### src/rtl/skcf_pkg.sv
// sky column fade shader package: shared types, constants and blend helpers
// used by the interfaces, the front, the queue, the back and the top level
`timescale 1ns / 1ps

package skcf_pkg;

  localparam int TEXEL_DEPTH = 1024;
  localparam int FRAC_BITS   = 16;
  localparam int ADDR_W      = $clog2(TEXEL_DEPTH);
  localparam int WIDE_W      = 17;
  localparam int PROD_W      = 27;
  localparam int ALPHA_W     = 9;

  localparam logic [31:0]        FADE_BOTTOM_BASE = 32'h0200_0000;
  localparam logic [ALPHA_W-1:0] ALPHA_ONE        = 9'd256;

  typedef enum logic [1:0] {
    FUNC_WRITE = 2'd0,
    FUNC_START = 2'd1,
    FUNC_DRAW  = 2'd2,
    FUNC_NONE  = 2'd3
  } skcf_func_t;

  typedef enum logic [1:0] {
    CFG_FRAC_STEP      = 2'd0,
    CFG_TEXTURE_HEIGHT = 2'd1,
    CFG_TOP_FADE       = 2'd2,
    CFG_BOTTOM_FADE    = 2'd3
  } skcf_cfg_idx_t;

  typedef enum logic {
    OP_WRITE = 1'b0,
    OP_DRAW  = 1'b1
  } skcf_op_t;

  typedef struct packed {
    logic [31:0] frac_step;
    logic [10:0] texture_height;
    logic [23:0] top_fade_rgb;
    logic [23:0] bottom_fade_rgb;
  } skcf_cfg_t;

  typedef struct packed {
    skcf_op_t    op;
    logic [9:0]  addr;
    logic [23:0] rgb;
    logic [31:0] frac;
  } skcf_cmd_t;

  typedef struct packed {
    logic      valid;
    skcf_cmd_t cmd;
  } skcf_slot_t;

  // clamp(v >> 14, 0, 256) with v signed
  function automatic logic [ALPHA_W-1:0] fade_alpha(input logic [31:0] v);
    logic [ALPHA_W-1:0] a;
    if (v[31]) begin
      a = '0;
    end else if (v[30:14] > 17'(ALPHA_ONE)) begin
      a = ALPHA_ONE;
    end else begin
      a = v[22:14];
    end
    return a;
  endfunction

  function automatic logic [23:0] blend_rgb(input logic [23:0] c, input logic [23:0] t,
                                            input logic [ALPHA_W-1:0] a);
    logic [23:0]        r;
    logic [16:0]        m;
    logic [ALPHA_W-1:0] inv;
    inv = ALPHA_ONE - a;
    r = '0;
    for (int s = 0; s < 3; s++) begin
      m = 17'(c[s*8 +: 8]) * 17'(a) + 17'(t[s*8 +: 8]) * 17'(inv);
      r[s*8 +: 8] = m[15:8];
    end
    return r;
  endfunction

endpackage

### src/rtl/skcf_queue.sv
// two-entry command queue between front and back
// depends on skcf_pkg
`timescale 1ns / 1ps

module skcf_queue
  import skcf_pkg::*;
(
  input  logic       clk,
  input  logic       rst,
  input  skcf_slot_t push,
  output logic       full,
  output skcf_slot_t head,
  input  logic       pop_ready
);

  skcf_cmd_t  slots [2];
  logic       wr_ptr;
  logic       rd_ptr;
  logic [1:0] count;
  logic       do_push;
  logic       do_pop;

  assign full       = (count == 2'd2);
  assign head.valid = (count != 2'd0);
  assign head.cmd   = slots[rd_ptr];
  assign do_push    = push.valid && !full;
  assign do_pop     = head.valid && pop_ready;

  always_ff @(posedge clk) begin
    if (rst) begin
      wr_ptr <= 1'b0;
      rd_ptr <= 1'b0;
      count  <= '0;
    end else begin
      if (do_push) begin
        wr_ptr <= !wr_ptr;
      end
      if (do_pop) begin
        rd_ptr <= !rd_ptr;
      end
      count <= count + 2'(do_push) - 2'(do_pop);
    end
  end

  always_ff @(posedge clk) begin
    if (do_push) begin
      slots[wr_ptr] <= push.cmd;
    end
  end

endmodule

### config.mk
export PLATFORM = sky130hd
export DESIGN_NAME = skcf_queue
export DESIGN_NICKNAME = d
export VERILOG_FILES = /design/src/rtl/skcf_pkg.sv /design/src/rtl/skcf_queue.sv
export SDC_FILE = /design/constraint.sdc
export NUM_CORES = 1
export LEC_CHECK = 0
export ABC_AREA = 0
export BUFFER_PORTS_ARGS = -buffer_cell sky130_fd_sc_hd__buf_2
export CAP_MARGIN = 20
export CELL_PAD_IN_SITES_DETAIL_PLACEMENT = 1
export CELL_PAD_IN_SITES_GLOBAL_PLACEMENT = 1
export CORE_MARGIN = 2
export CORE_UTILIZATION = 34
export CTS_CLUSTER_DIAMETER = 60
export DETAILED_ROUTE_END_ITERATION = 6
export PLACE_DENSITY_LB_ADDON = 0.1
export SLEW_MARGIN = 20
export SYNTH_ARGS = -nofsm -noshare
export SYNTH_HDL_FRONTEND = slang
export SYNTH_SLANG_ARGS = --single-unit
### constraint.sdc
create_clock -name clk -period 3.3 [get_ports clk]
set_input_delay 0 -clock clk [delete_from_list [all_inputs] [get_ports clk]]
set_output_delay 0 -clock clk [all_outputs]
set_load 0.02 [all_outputs]
==> flow_summary.yaml <==
clock_network:
  clk-insertion-delay-late_ns: 0.41
  cts_setup_buffers: 0
  clkSinkCount: 139
  htreeDepth: 4
  cts_buffer_depth: 2
  cts_tree: "done"
  clk_pin_slew_ns: 0.05
  cts-root-buf: "clkbuf_16"
  cts_buffers: 17
placed_design:
  place_hpwl_um: 5800
  place.gp.congestion: 0.658
  placedCellCount: 551
  portBuffers: 139
  placed_cell_area_mm2: 0.00597
critical_path:
  critical_path_class: "reg -> out"
  end_kind: "primary output"
  reg2reg_depth: 2
  cp.arrival_ns: 2.00
  rr_endpoint: "slots[1][49]"
  cp-start-kind: "flop"
  reg2reg_from: "count[0]"
  rrSetupSlack_ns: 1.53
  critPathBufInv: 1
  crit_fanout: 67
  max_stage_delay_ns: 0.98
  critPathTopFamily: "flip-flops"
  slowest_stage: "dfxtp_4"
  required_ns: 3.30
  crit_chain: "mux2_2 > buf_2"
cells_and_area:
  syn_to_final_growth_pct: 42.5
  finalNonFillerCells: 652
  fillers: 1417
  nets: 528
  seqCellArea_mm2: 0.00413
  num_antenna_cells: 0
  stdcell_area_mm2: 0.00722
  drive_above_1_share: 0.506
  multiInputGateArea_um2: 877
synth:
  synth_top_family_by_area: "multiplexers"
  netlist_top_cells_area: "edfxtp_1 (79%), mux2_2 (15%), dfxtp_1 (2.0%), buf_6 (0.67%), ha_1 (0.49%)"
  ys.flop_type: "edfxtp_1"
  ys_warn_count: 0
  synth_top_area_frac: 0.794
  syn_inst: 234
  async_flop_share: 0
  synth_edf_count: 134
  synthTopCellsByCount: "edfxtp_1 (134), mux2_2 (67), dfxtp_1 (5)"
  syn_avg_cell_area_um2: 21.7
  synth-seq-cells: 139
  yosys.area_share.simple: 0.00987
  syn_nets: 307
  synth.largest_area_cell: "edfxtp_1"
  synthAdderAreaFrac: 0.00494
  synth_xor_area_frac: 0.00518
  synth_most_common_cell: "edfxtp_1"
  synth_area_mm2: 0.00507
  synth_compound_area_frac: 0.00346
  yosysUniqueCellTypes: 21
  synthMuxAreaShare: 0.149
  yosysSeqAreaShare: 0.814
status:
  outcome: "finished clean"
global_routing:
  grt_start_max_net_pins: 68
  track_usage: 0.135
  grt_antenna_before_repair: 0
  gr-total-overflow: 0
  grt_pass1_wl_um: 16100
  grt_pass1_vias: 3125
route:
  drt_pass1_iterations: 4
  num_vias: 2902
  drc: 0
  wirelength_um: 10200
  viasPerCell: 4.45
  drt_iter0_drc: 125
  drt-wirelength-per-cell_um: 15.7
  detail-route-antenna-nets: 0
sta:
  tightest_slew_ns: 0.972
  relSlewSlack: 0.352
  maxSlewViolCount: 0
  setup_viol: 0
  fin_skew_ns: 0.00971
  hold_viol: 0
  min_period_ns: 2.00
  rsz0062_at_grt: "false"
  fin_setup_tns_ns: 0
  period_share: 0.607
  fmax_mhz: 499
power:
  p_leak_nw: 2.74
  p_total_mw: 5.41
  cellPowerDensity_mw_per_mm2: 749
  ir_worst_vdd_mv: 0.347
floorplan:
  start_util: 0.349
  rows: 44
  io_pins: 140
  die_area_mm2: 0.0159
  dieWidth_um: 126
  core_area_mm2: 0.0145
  die_h_um: 126
worst_hold_path:
  whs_path_depth: 4
  min_from: "pop_ready"
  hold_path_class: "in -> reg"
flow_run:
  drv_cap: 0
## worst max path at each step
stage	start	end	slack, ns	depth (start not counted)
floorplan	count[0]	slots[0][0]	0.69	4
global placement	count[0]	slots[1][44]	1.48	2
detailed placement	count[0]	slots[1][53]	1.50	2
CTS	flop	head[8]	1.21	2
global route	flop	head[54]	1.16	2
finish	flop	head[8]	1.30	2
## tightest hold or removal path, stage by stage
cell	delay, ns
buf_2	0.08
o21a_1	0.16
xnor2_1	0.09
nor2_1	0.08
## stage by stage
step | worst slack (ns) | utilization | hold slack [ns]
floorplan | 0.692 | - | 0.0691
global placement | 1.48 | 0.410 | 0.188
detailed placement | 1.50 | 0.410 | 0.192
CTS | 1.21 | 0.497 | 0.0160
global route | 1.16 | 0.497 | 0.0375
finish | 1.30 | 0.497 | 0.0256
## kinds of logic (layout without fill, tap and decap cells)
| logic type | count (synthesis) | in the layout |
|---|---|---|
| multiplexers | 67 | 67 |
| flip-flops | 139 | 139 |
| adder cells (fa/ha/maj) | 2 | 2 |
| buffers and inverters | 11 | 245 |
| AND/OR/NAND/NOR | 9 | 9 |
| XOR/XNOR | 3 | 3 |
| AO/OA/AOI/OAI | 3 | 3 |
## registers in the layout, summed over array words and instances, names as in the netlist, named ones only
signal / count
count: 2
rd_ptr: 1
slots: 134
wr_ptr: 1
## power by group
group | internal (mW) | switching [mW] | total (mW) | leakage, nW
Sequential | 2.20 | 0.158 | 2.35 | 1.29
Combinational | 0.557 | 0.677 | 1.23 | 1.17
Clock | 1.17 | 0.652 | 1.82 | 0.279
## cell usage in the layout, fill, tap and decap left out, types with 2 or more instances in the layout
| master | synthesis | layout |
|---|---|---|
| clkbuf_1 | 0 | 3 |
| inv_2 | 1 | 2 |
| clkinv_2 | 0 | 4 |
| clkbuf_16 | 0 | 17 |
| dfxtp_1 | 5 | 4 |
| inv_1 | 3 | 2 |
| nor2_1 | 3 | 3 |
| mux2_2 | 67 | 67 |
| bufinv_16 | 0 | 3 |
| xnor2_1 | 2 | 2 |
| clkinv_1 | 0 | 5 |
| dlygate4sd3_1 | 0 | 69 |
| edfxtp_1 | 134 | 134 |
| ha_1 | 2 | 2 |
| buf_2 | 3 | 139 |
## timing repair
action	in CTS	in global routing
hold buffers	69	0
endpoints found under the hold margin	139	0
gates resized for setup	0	0
## routing by layer
| metal | track usage | vias up | wire, um |
|---|---|---|---|
| met5 | 0 | - | 0 |
| met4 | 0.0524 | 0 | 106 |
| met3 | 0.0582 | 10 | 671 |
| met2 | 0.226 | 92 | 5290 |
| met1 | 0.153 | 1438 | 4150 |
| li1 | - | 1362 | - |
## cell type report
class / count / share of cell area
tap: 184 / 0.0319
clock buffer: 20 / 0.0605
inverter: 4 / 0.00208
timing repair buffer: 209 / 0.195
sequential: 139 / 0.572
multi-input combinational: 84 / 0.121
clock inverter: 12 / 0.0178
Power figures use the tool's default switching activity.
