## src/rtl/skcf_pkg.sv

```systemverilog
// sky column fade shader package: shared types, constants and blend helpers
// used by the interfaces, the front, the queue, the back and the top level
`timescale 1ns / 1ps

package skcf_pkg;

  localparam int TEXEL_DEPTH = 1024;
  localparam int FRAC_BITS   = 16;
  localparam int ADDR_W      = $clog2(TEXEL_DEPTH);
  localparam int WIDE_W      = 17;
  localparam int PROD_W      = 27;
  localparam int ALPHA_W     = 9;

  localparam logic [31:0]        FADE_BOTTOM_BASE = 32'h0200_0000;
  localparam logic [ALPHA_W-1:0] ALPHA_ONE        = 9'd256;

  typedef enum logic [1:0] {
    FUNC_WRITE = 2'd0,
    FUNC_START = 2'd1,
    FUNC_DRAW  = 2'd2,
    FUNC_NONE  = 2'd3
  } skcf_func_t;

  typedef enum logic [1:0] {
    CFG_FRAC_STEP      = 2'd0,
    CFG_TEXTURE_HEIGHT = 2'd1,
    CFG_TOP_FADE       = 2'd2,
    CFG_BOTTOM_FADE    = 2'd3
  } skcf_cfg_idx_t;

  typedef enum logic {
    OP_WRITE = 1'b0,
    OP_DRAW  = 1'b1
  } skcf_op_t;

  typedef struct packed {
    logic [31:0] frac_step;
    logic [10:0] texture_height;
    logic [23:0] top_fade_rgb;
    logic [23:0] bottom_fade_rgb;
  } skcf_cfg_t;

  typedef struct packed {
    skcf_op_t    op;
    logic [9:0]  addr;
    logic [23:0] rgb;
    logic [31:0] frac;
  } skcf_cmd_t;

  typedef struct packed {
    logic      valid;
    skcf_cmd_t cmd;
  } skcf_slot_t;

  // clamp(v >> 14, 0, 256) with v signed
  function automatic logic [ALPHA_W-1:0] fade_alpha(input logic [31:0] v);
    logic [ALPHA_W-1:0] a;
    if (v[31]) begin
      a = '0;
    end else if (v[30:14] > 17'(ALPHA_ONE)) begin
      a = ALPHA_ONE;
    end else begin
      a = v[22:14];
    end
    return a;
  endfunction

  function automatic logic [23:0] blend_rgb(input logic [23:0] c, input logic [23:0] t,
                                            input logic [ALPHA_W-1:0] a);
    logic [23:0]        r;
    logic [16:0]        m;
    logic [ALPHA_W-1:0] inv;
    inv = ALPHA_ONE - a;
    r = '0;
    for (int s = 0; s < 3; s++) begin
      m = 17'(c[s*8 +: 8]) * 17'(a) + 17'(t[s*8 +: 8]) * 17'(inv);
      r[s*8 +: 8] = m[15:8];
    end
    return r;
  endfunction

endpackage

```

## src/rtl/skcf_if.sv

```systemverilog
// request and pixel channel interfaces of the sky column fade shader
// depends on skcf_pkg
`timescale 1ns / 1ps

interface skcf_in_if
  import skcf_pkg::*;
();
  logic        valid;
  logic        ready;
  logic [1:0]  func;
  logic [9:0]  texel_addr;
  logic [23:0] texel_rgb;
  logic [31:0] start_frac;

  modport source (output valid, func, texel_addr, texel_rgb, start_frac, input ready);
  modport sink (input valid, func, texel_addr, texel_rgb, start_frac, output ready);
endinterface


```

## src/rtl/skcf_front.sv

```systemverilog
// front: accepts requests, keeps the running fraction, pushes write and draw commands
// depends on skcf_pkg and skcf_if
`timescale 1ns / 1ps

module skcf_front
  import skcf_pkg::*;
(
  input  logic          clk,
  input  logic          rst,
  skcf_in_if.sink       in_ch,
  input  skcf_cfg_t     cfg,
  input  logic          q_full,
  output skcf_slot_t    push
);

  logic [31:0] frac;
  logic [31:0] frac_next;
  logic        accept;
  skcf_func_t  func;

  assign func   = skcf_func_t'(in_ch.func);
  assign in_ch.ready = !q_full;
  assign accept = in_ch.valid && in_ch.ready;

  always_comb begin
    frac_next     = frac;
    push.valid    = 1'b0;
    push.cmd.op   = OP_WRITE;
    push.cmd.addr = in_ch.texel_addr;
    push.cmd.rgb  = in_ch.texel_rgb;
    push.cmd.frac = frac;
    if (accept) begin
      unique case (func)
        FUNC_WRITE: begin
          push.valid = 1'b1;
        end
        FUNC_START: begin
          frac_next = in_ch.start_frac;
        end
        FUNC_DRAW: begin
          push.valid  = 1'b1;
          push.cmd.op = OP_DRAW;
          frac_next   = frac + cfg.frac_step;
        end
        default: begin
          frac_next = frac;
        end
      endcase
    end
  end

  always_ff @(posedge clk) begin
    if (rst) begin
      frac <= '0;
    end else begin
      frac <= frac_next;
    end
  end

endmodule

```

## src/flat_wrapper.sv

```systemverilog
// flat-port wrapper written by rule: the top's interface ports become plain ports
module skcf_front_flat import skcf_pkg::*;
  (clk, rst, cfg, q_full, push, in_ch_valid, in_ch_func, in_ch_texel_addr, in_ch_texel_rgb, in_ch_start_frac, in_ch_ready);
  skcf_in_if in_ch_i ();
  input  logic clk;
  input  logic rst;
  input  skcf_cfg_t cfg;
  input  logic q_full;
  output skcf_slot_t push;
  input wire logic [$bits(in_ch_i.valid)-1:0] in_ch_valid;
  input wire logic [$bits(in_ch_i.func)-1:0] in_ch_func;
  input wire logic [$bits(in_ch_i.texel_addr)-1:0] in_ch_texel_addr;
  input wire logic [$bits(in_ch_i.texel_rgb)-1:0] in_ch_texel_rgb;
  input wire logic [$bits(in_ch_i.start_frac)-1:0] in_ch_start_frac;
  output wire logic [$bits(in_ch_i.ready)-1:0] in_ch_ready;
  assign in_ch_i.valid = in_ch_valid;
  assign in_ch_i.func = in_ch_func;
  assign in_ch_i.texel_addr = in_ch_texel_addr;
  assign in_ch_i.texel_rgb = in_ch_texel_rgb;
  assign in_ch_i.start_frac = in_ch_start_frac;
  assign in_ch_ready = in_ch_i.ready;
  skcf_front u_core (.clk(clk), .rst(rst), .in_ch(in_ch_i), .cfg(cfg), .q_full(q_full), .push(push));
endmodule
```

## config.mk

```make
export PLATFORM = sky130hd
export DESIGN_NAME = skcf_front_flat
export DESIGN_NICKNAME = d
export VERILOG_FILES = /design/src/rtl/skcf_pkg.sv /design/src/rtl/skcf_if.sv /design/src/rtl/skcf_front.sv /design/src/flat_wrapper.sv
export SDC_FILE = /design/constraint.sdc
export NUM_CORES = 1
export LEC_CHECK = 0
export BUFFER_PORTS_ARGS = -buffer_cell sky130_fd_sc_hd__buf_2
export CAP_MARGIN = 10
export CORE_AREA = 2 2 90 92
export DETAILED_ROUTE_END_ITERATION = 8
export DIE_AREA = 0 0 92 94
export PLACE_DENSITY = 0.92
export SLEW_MARGIN = 5
export SYNTH_ARGS = -nofsm -noshare
export SYNTH_HDL_FRONTEND = slang
export SYNTH_SLANG_ARGS = --single-unit
export TNS_END_PERCENT = 30
```

## constraint.sdc

```tcl
create_clock -name clk -period 8.15 [get_ports clk]
set_clock_uncertainty 0.15 [all_clocks]
set_input_delay 0.815 -clock clk [delete_from_list [all_inputs] [get_ports clk]]
set_output_delay 0.815 -clock clk [all_outputs]
set_load 0.05 [all_outputs]
```

==> flow_summary.yaml <==
clocking:
  clockBufferDepth: 2
  cts-resized-gates: 0
  cts.sinks: 32
  cts-htree-levels: 2
  insertion_delay_ps: 280
  ctsHoldBuffers: 0
  root_buffer: "clkbuf_8"
  cts_buffers: 5
  tritoncts: "built"
  clk_pin_slew_ps: 70
  post_cts_buffers: 0
timing:
  hold_violations: 0
  tightest_slew_ps: 760
  setup_tns_ps: 0
  period_share_pct: 42.2
  whs_ps: 340
  fmax_mhz: 291
  drv_slew: 0
  rsz0062_at_grt: "no"
  setup_viol: 0
  finalCriticalPeriod_ps: 3440
  max_slew_margin_pct: 49.2
global_route:
  grt_max_degree: 49
  grt_pass1_vias: 3283
  grt_util_all_layers_pct: 20.8
  grt_pass1_wl_mm: 14.8
  overflow: 0
  antenna_found_initial: 0
placement:
  port_buffers: 104
  dp_hpwl_mm: 6.82
  routabilityCongestion: 0.894
  dpl_cell_area_um2: 3740
layout:
  fill_cells: 751
  final_nets: 692
  most-common-layout-cells: "buf_2, nand2_1, nor2_1, a21oi_1, ha_1"
  area_growth_pct: 11.6
  diodes: 0
  final_cell_area_um2: 3840
  top_register: "u_core.frac"
  fin_util_pct: 50.5
  top_regs: "u_core.frac x32"
  multi_input_area_um2: 2400
  largest_register_ffs: 32
  register_area_um2: 641
  layout-drive-gt1-share_pct: 24.8
  final_common_cell: "buf_2"
power_and_ir_drop:
  p_leak_nw: 1.93
  fin_total_pwr_uw: 531
  vdd_drop_max_mv: 0.0669
  powerDensity_nw_per_um2: 138
floorplanning:
  dieWidth_um: 92
  rows: 32
  core_area_um2: 7610
  pin_count: 232
  dieArea_um2: 8650
  die_height_um: 94
  start_util_pct: 45.2
logic_synthesis:
  synth_area_um2: 3440
  async_reset_ff_share_pct: 0
  avgSynthCellArea_um2: 7.79
  synth_cell_type_count: 49
  synth_edf_count: 0
  synthCells: 442
  yosysSeqAreaShare_pct: 18.6
  synthFlopType: "dfxtp_1"
  syn-num-nets: 639
  ys_seq_elements: 32
  yosysWarnings: 0
setup_path:
  reg2reg_to: "u_core.frac[26]"
  reg2reg_from: "u_core.frac[0]"
  crit_path_start_kind: "input pin"
  worstSetupEndpointType: "flip-flop"
  regToRegSetupSlack_ps: 5030
  cp.required_ps: 8190
  worst-path-max-fanout: 5
  critPathKind: "input pin to flip-flop"
  crit_arrival_ps: 3480
  rr_worst_depth: 11
status:
  status: "finished, final reports clean"
worst_hold_path:
  hold_start: "u_core.frac[2]"
  whs_path_depth: 2
  min_to: "u_core.frac[2]"
  hp-class: "flip-flop to flip-flop"
routing:
  ant_nets: 0
  wire_per_inst_um: 15.2
  drtIter0Drc: 175
  drc: 0
  vias: 3425
  via_per_inst: 5.74
  drtPass1Iterations: 4
  totalWireLength_mm: 9.10
flow_run:
  drv_cap: 0
stage by stage:
stage	instances	worst slack [ps]
floorplan	442	4850
global placement	590	4480
detailed placement	590	4450
CTS	597	4730
global route	597	4540
finish	597	4710
how the worst max path moves through the flow:
stage / start / endpoint / depth (start not counted)
6_report: cfg[59] / u_core.frac[26] / 12
5_1_grt: cfg[59] / u_core.frac[24] / 12
3_5_place_dp: cfg[59] / u_core.frac[26] / 12
4_1_cts: cfg[59] / u_core.frac[26] / 12
3_3_place_gp: cfg[59] / u_core.frac[26] / 12
2_1_floorplan: cfg[59] / u_core.frac[24] / 11
critical path, cell delays in order:
cell      delay [ps]
buf_2            100
ha_1             230
fa_1             410
a21o_1           220
a221oi_2         360
o211a_4          270
o311ai_4         140
a21oi_1          340
o31ai_1          170
xor2_1           150
nand2_1           70
a211oi_1         210
area by class of cell:
class,count,share of cell area [%]
sequential,32,16.7
multi-input combinational,340,62.6
clock buffer,7,2.51
timing repair buffer,106,13.9
inverter,10,0.977
tap,102,3.32
power breakdown:
part	switching [mW]	internal (mW)	leakage, nW
clock	0.0600	0.0753	0.0503
sequential	0.00756	0.166	0.261
combinational	0.140	0.0828	1.62
layer usage:
metal | track usage (%) | up-vias | wire length, µm
met5 | 0 | - | 0
met4 | 8.71 | 0 | 255
met3 | 3.45 | 31 | 549
met2 | 35.6 | 121 | 4370
met1 | 25.8 | 1589 | 3930
li1 | - | 1684 | -
synthesized netlist by cell type (2+ instances only):
library cell | n | share of area, %
nor2b_1 | 4 | 0.73
ha_1 | 33 | 12
a221oi_2 | 2 | 0.87
buf_4 | 34 | 7.4
dfxtp_1 | 32 | 19
a31oi_1 | 9 | 1.6
o211ai_1 | 2 | 0.44
a211oi_2 | 2 | 0.73
o2111ai_1 | 2 | 0.51
o31ai_1 | 4 | 0.87
clkbuf_1 | 15 | 1.6
nand2_1 | 41 | 4.5
o21ai_0 | 8 | 1.2
a211o_1 | 3 | 0.76
nor2_1 | 41 | 4.5
and3_1 | 6 | 1.1
and2_1 | 4 | 0.73
o22ai_1 | 4 | 0.73
xor2_1 | 11 | 2.8
or4_1 | 2 | 0.44
buf_2 | 6 | 0.87
or3_1 | 4 | 0.73
xnor2_1 | 15 | 3.8
a21oi_1 | 40 | 5.8
mux2i_1 | 14 | 4.1
buf_1 | 5 | 0.55
nand3_1 | 5 | 0.73
inv_1 | 10 | 1.1
o21bai_1 | 4 | 0.87
a21o_1 | 21 | 4.6
nand2b_1 | 3 | 0.55
a211oi_1 | 30 | 6.5
o21ai_1 | 2 | 0.29
nand4_1 | 7 | 1.3
o21a_1 | 3 | 0.65
logic make-up after synthesis:
family	share of synthesized area [%]
AO/OA/AOI/OAI	30.2
AND/OR/NAND/NOR	16.0
buffers and inverters	11.6
adder cells (fa/ha/maj)	12.6
flip-flops	18.6
XOR/XNOR	6.62
multiplexers	4.40
Power figures use the tool's default switching activity.
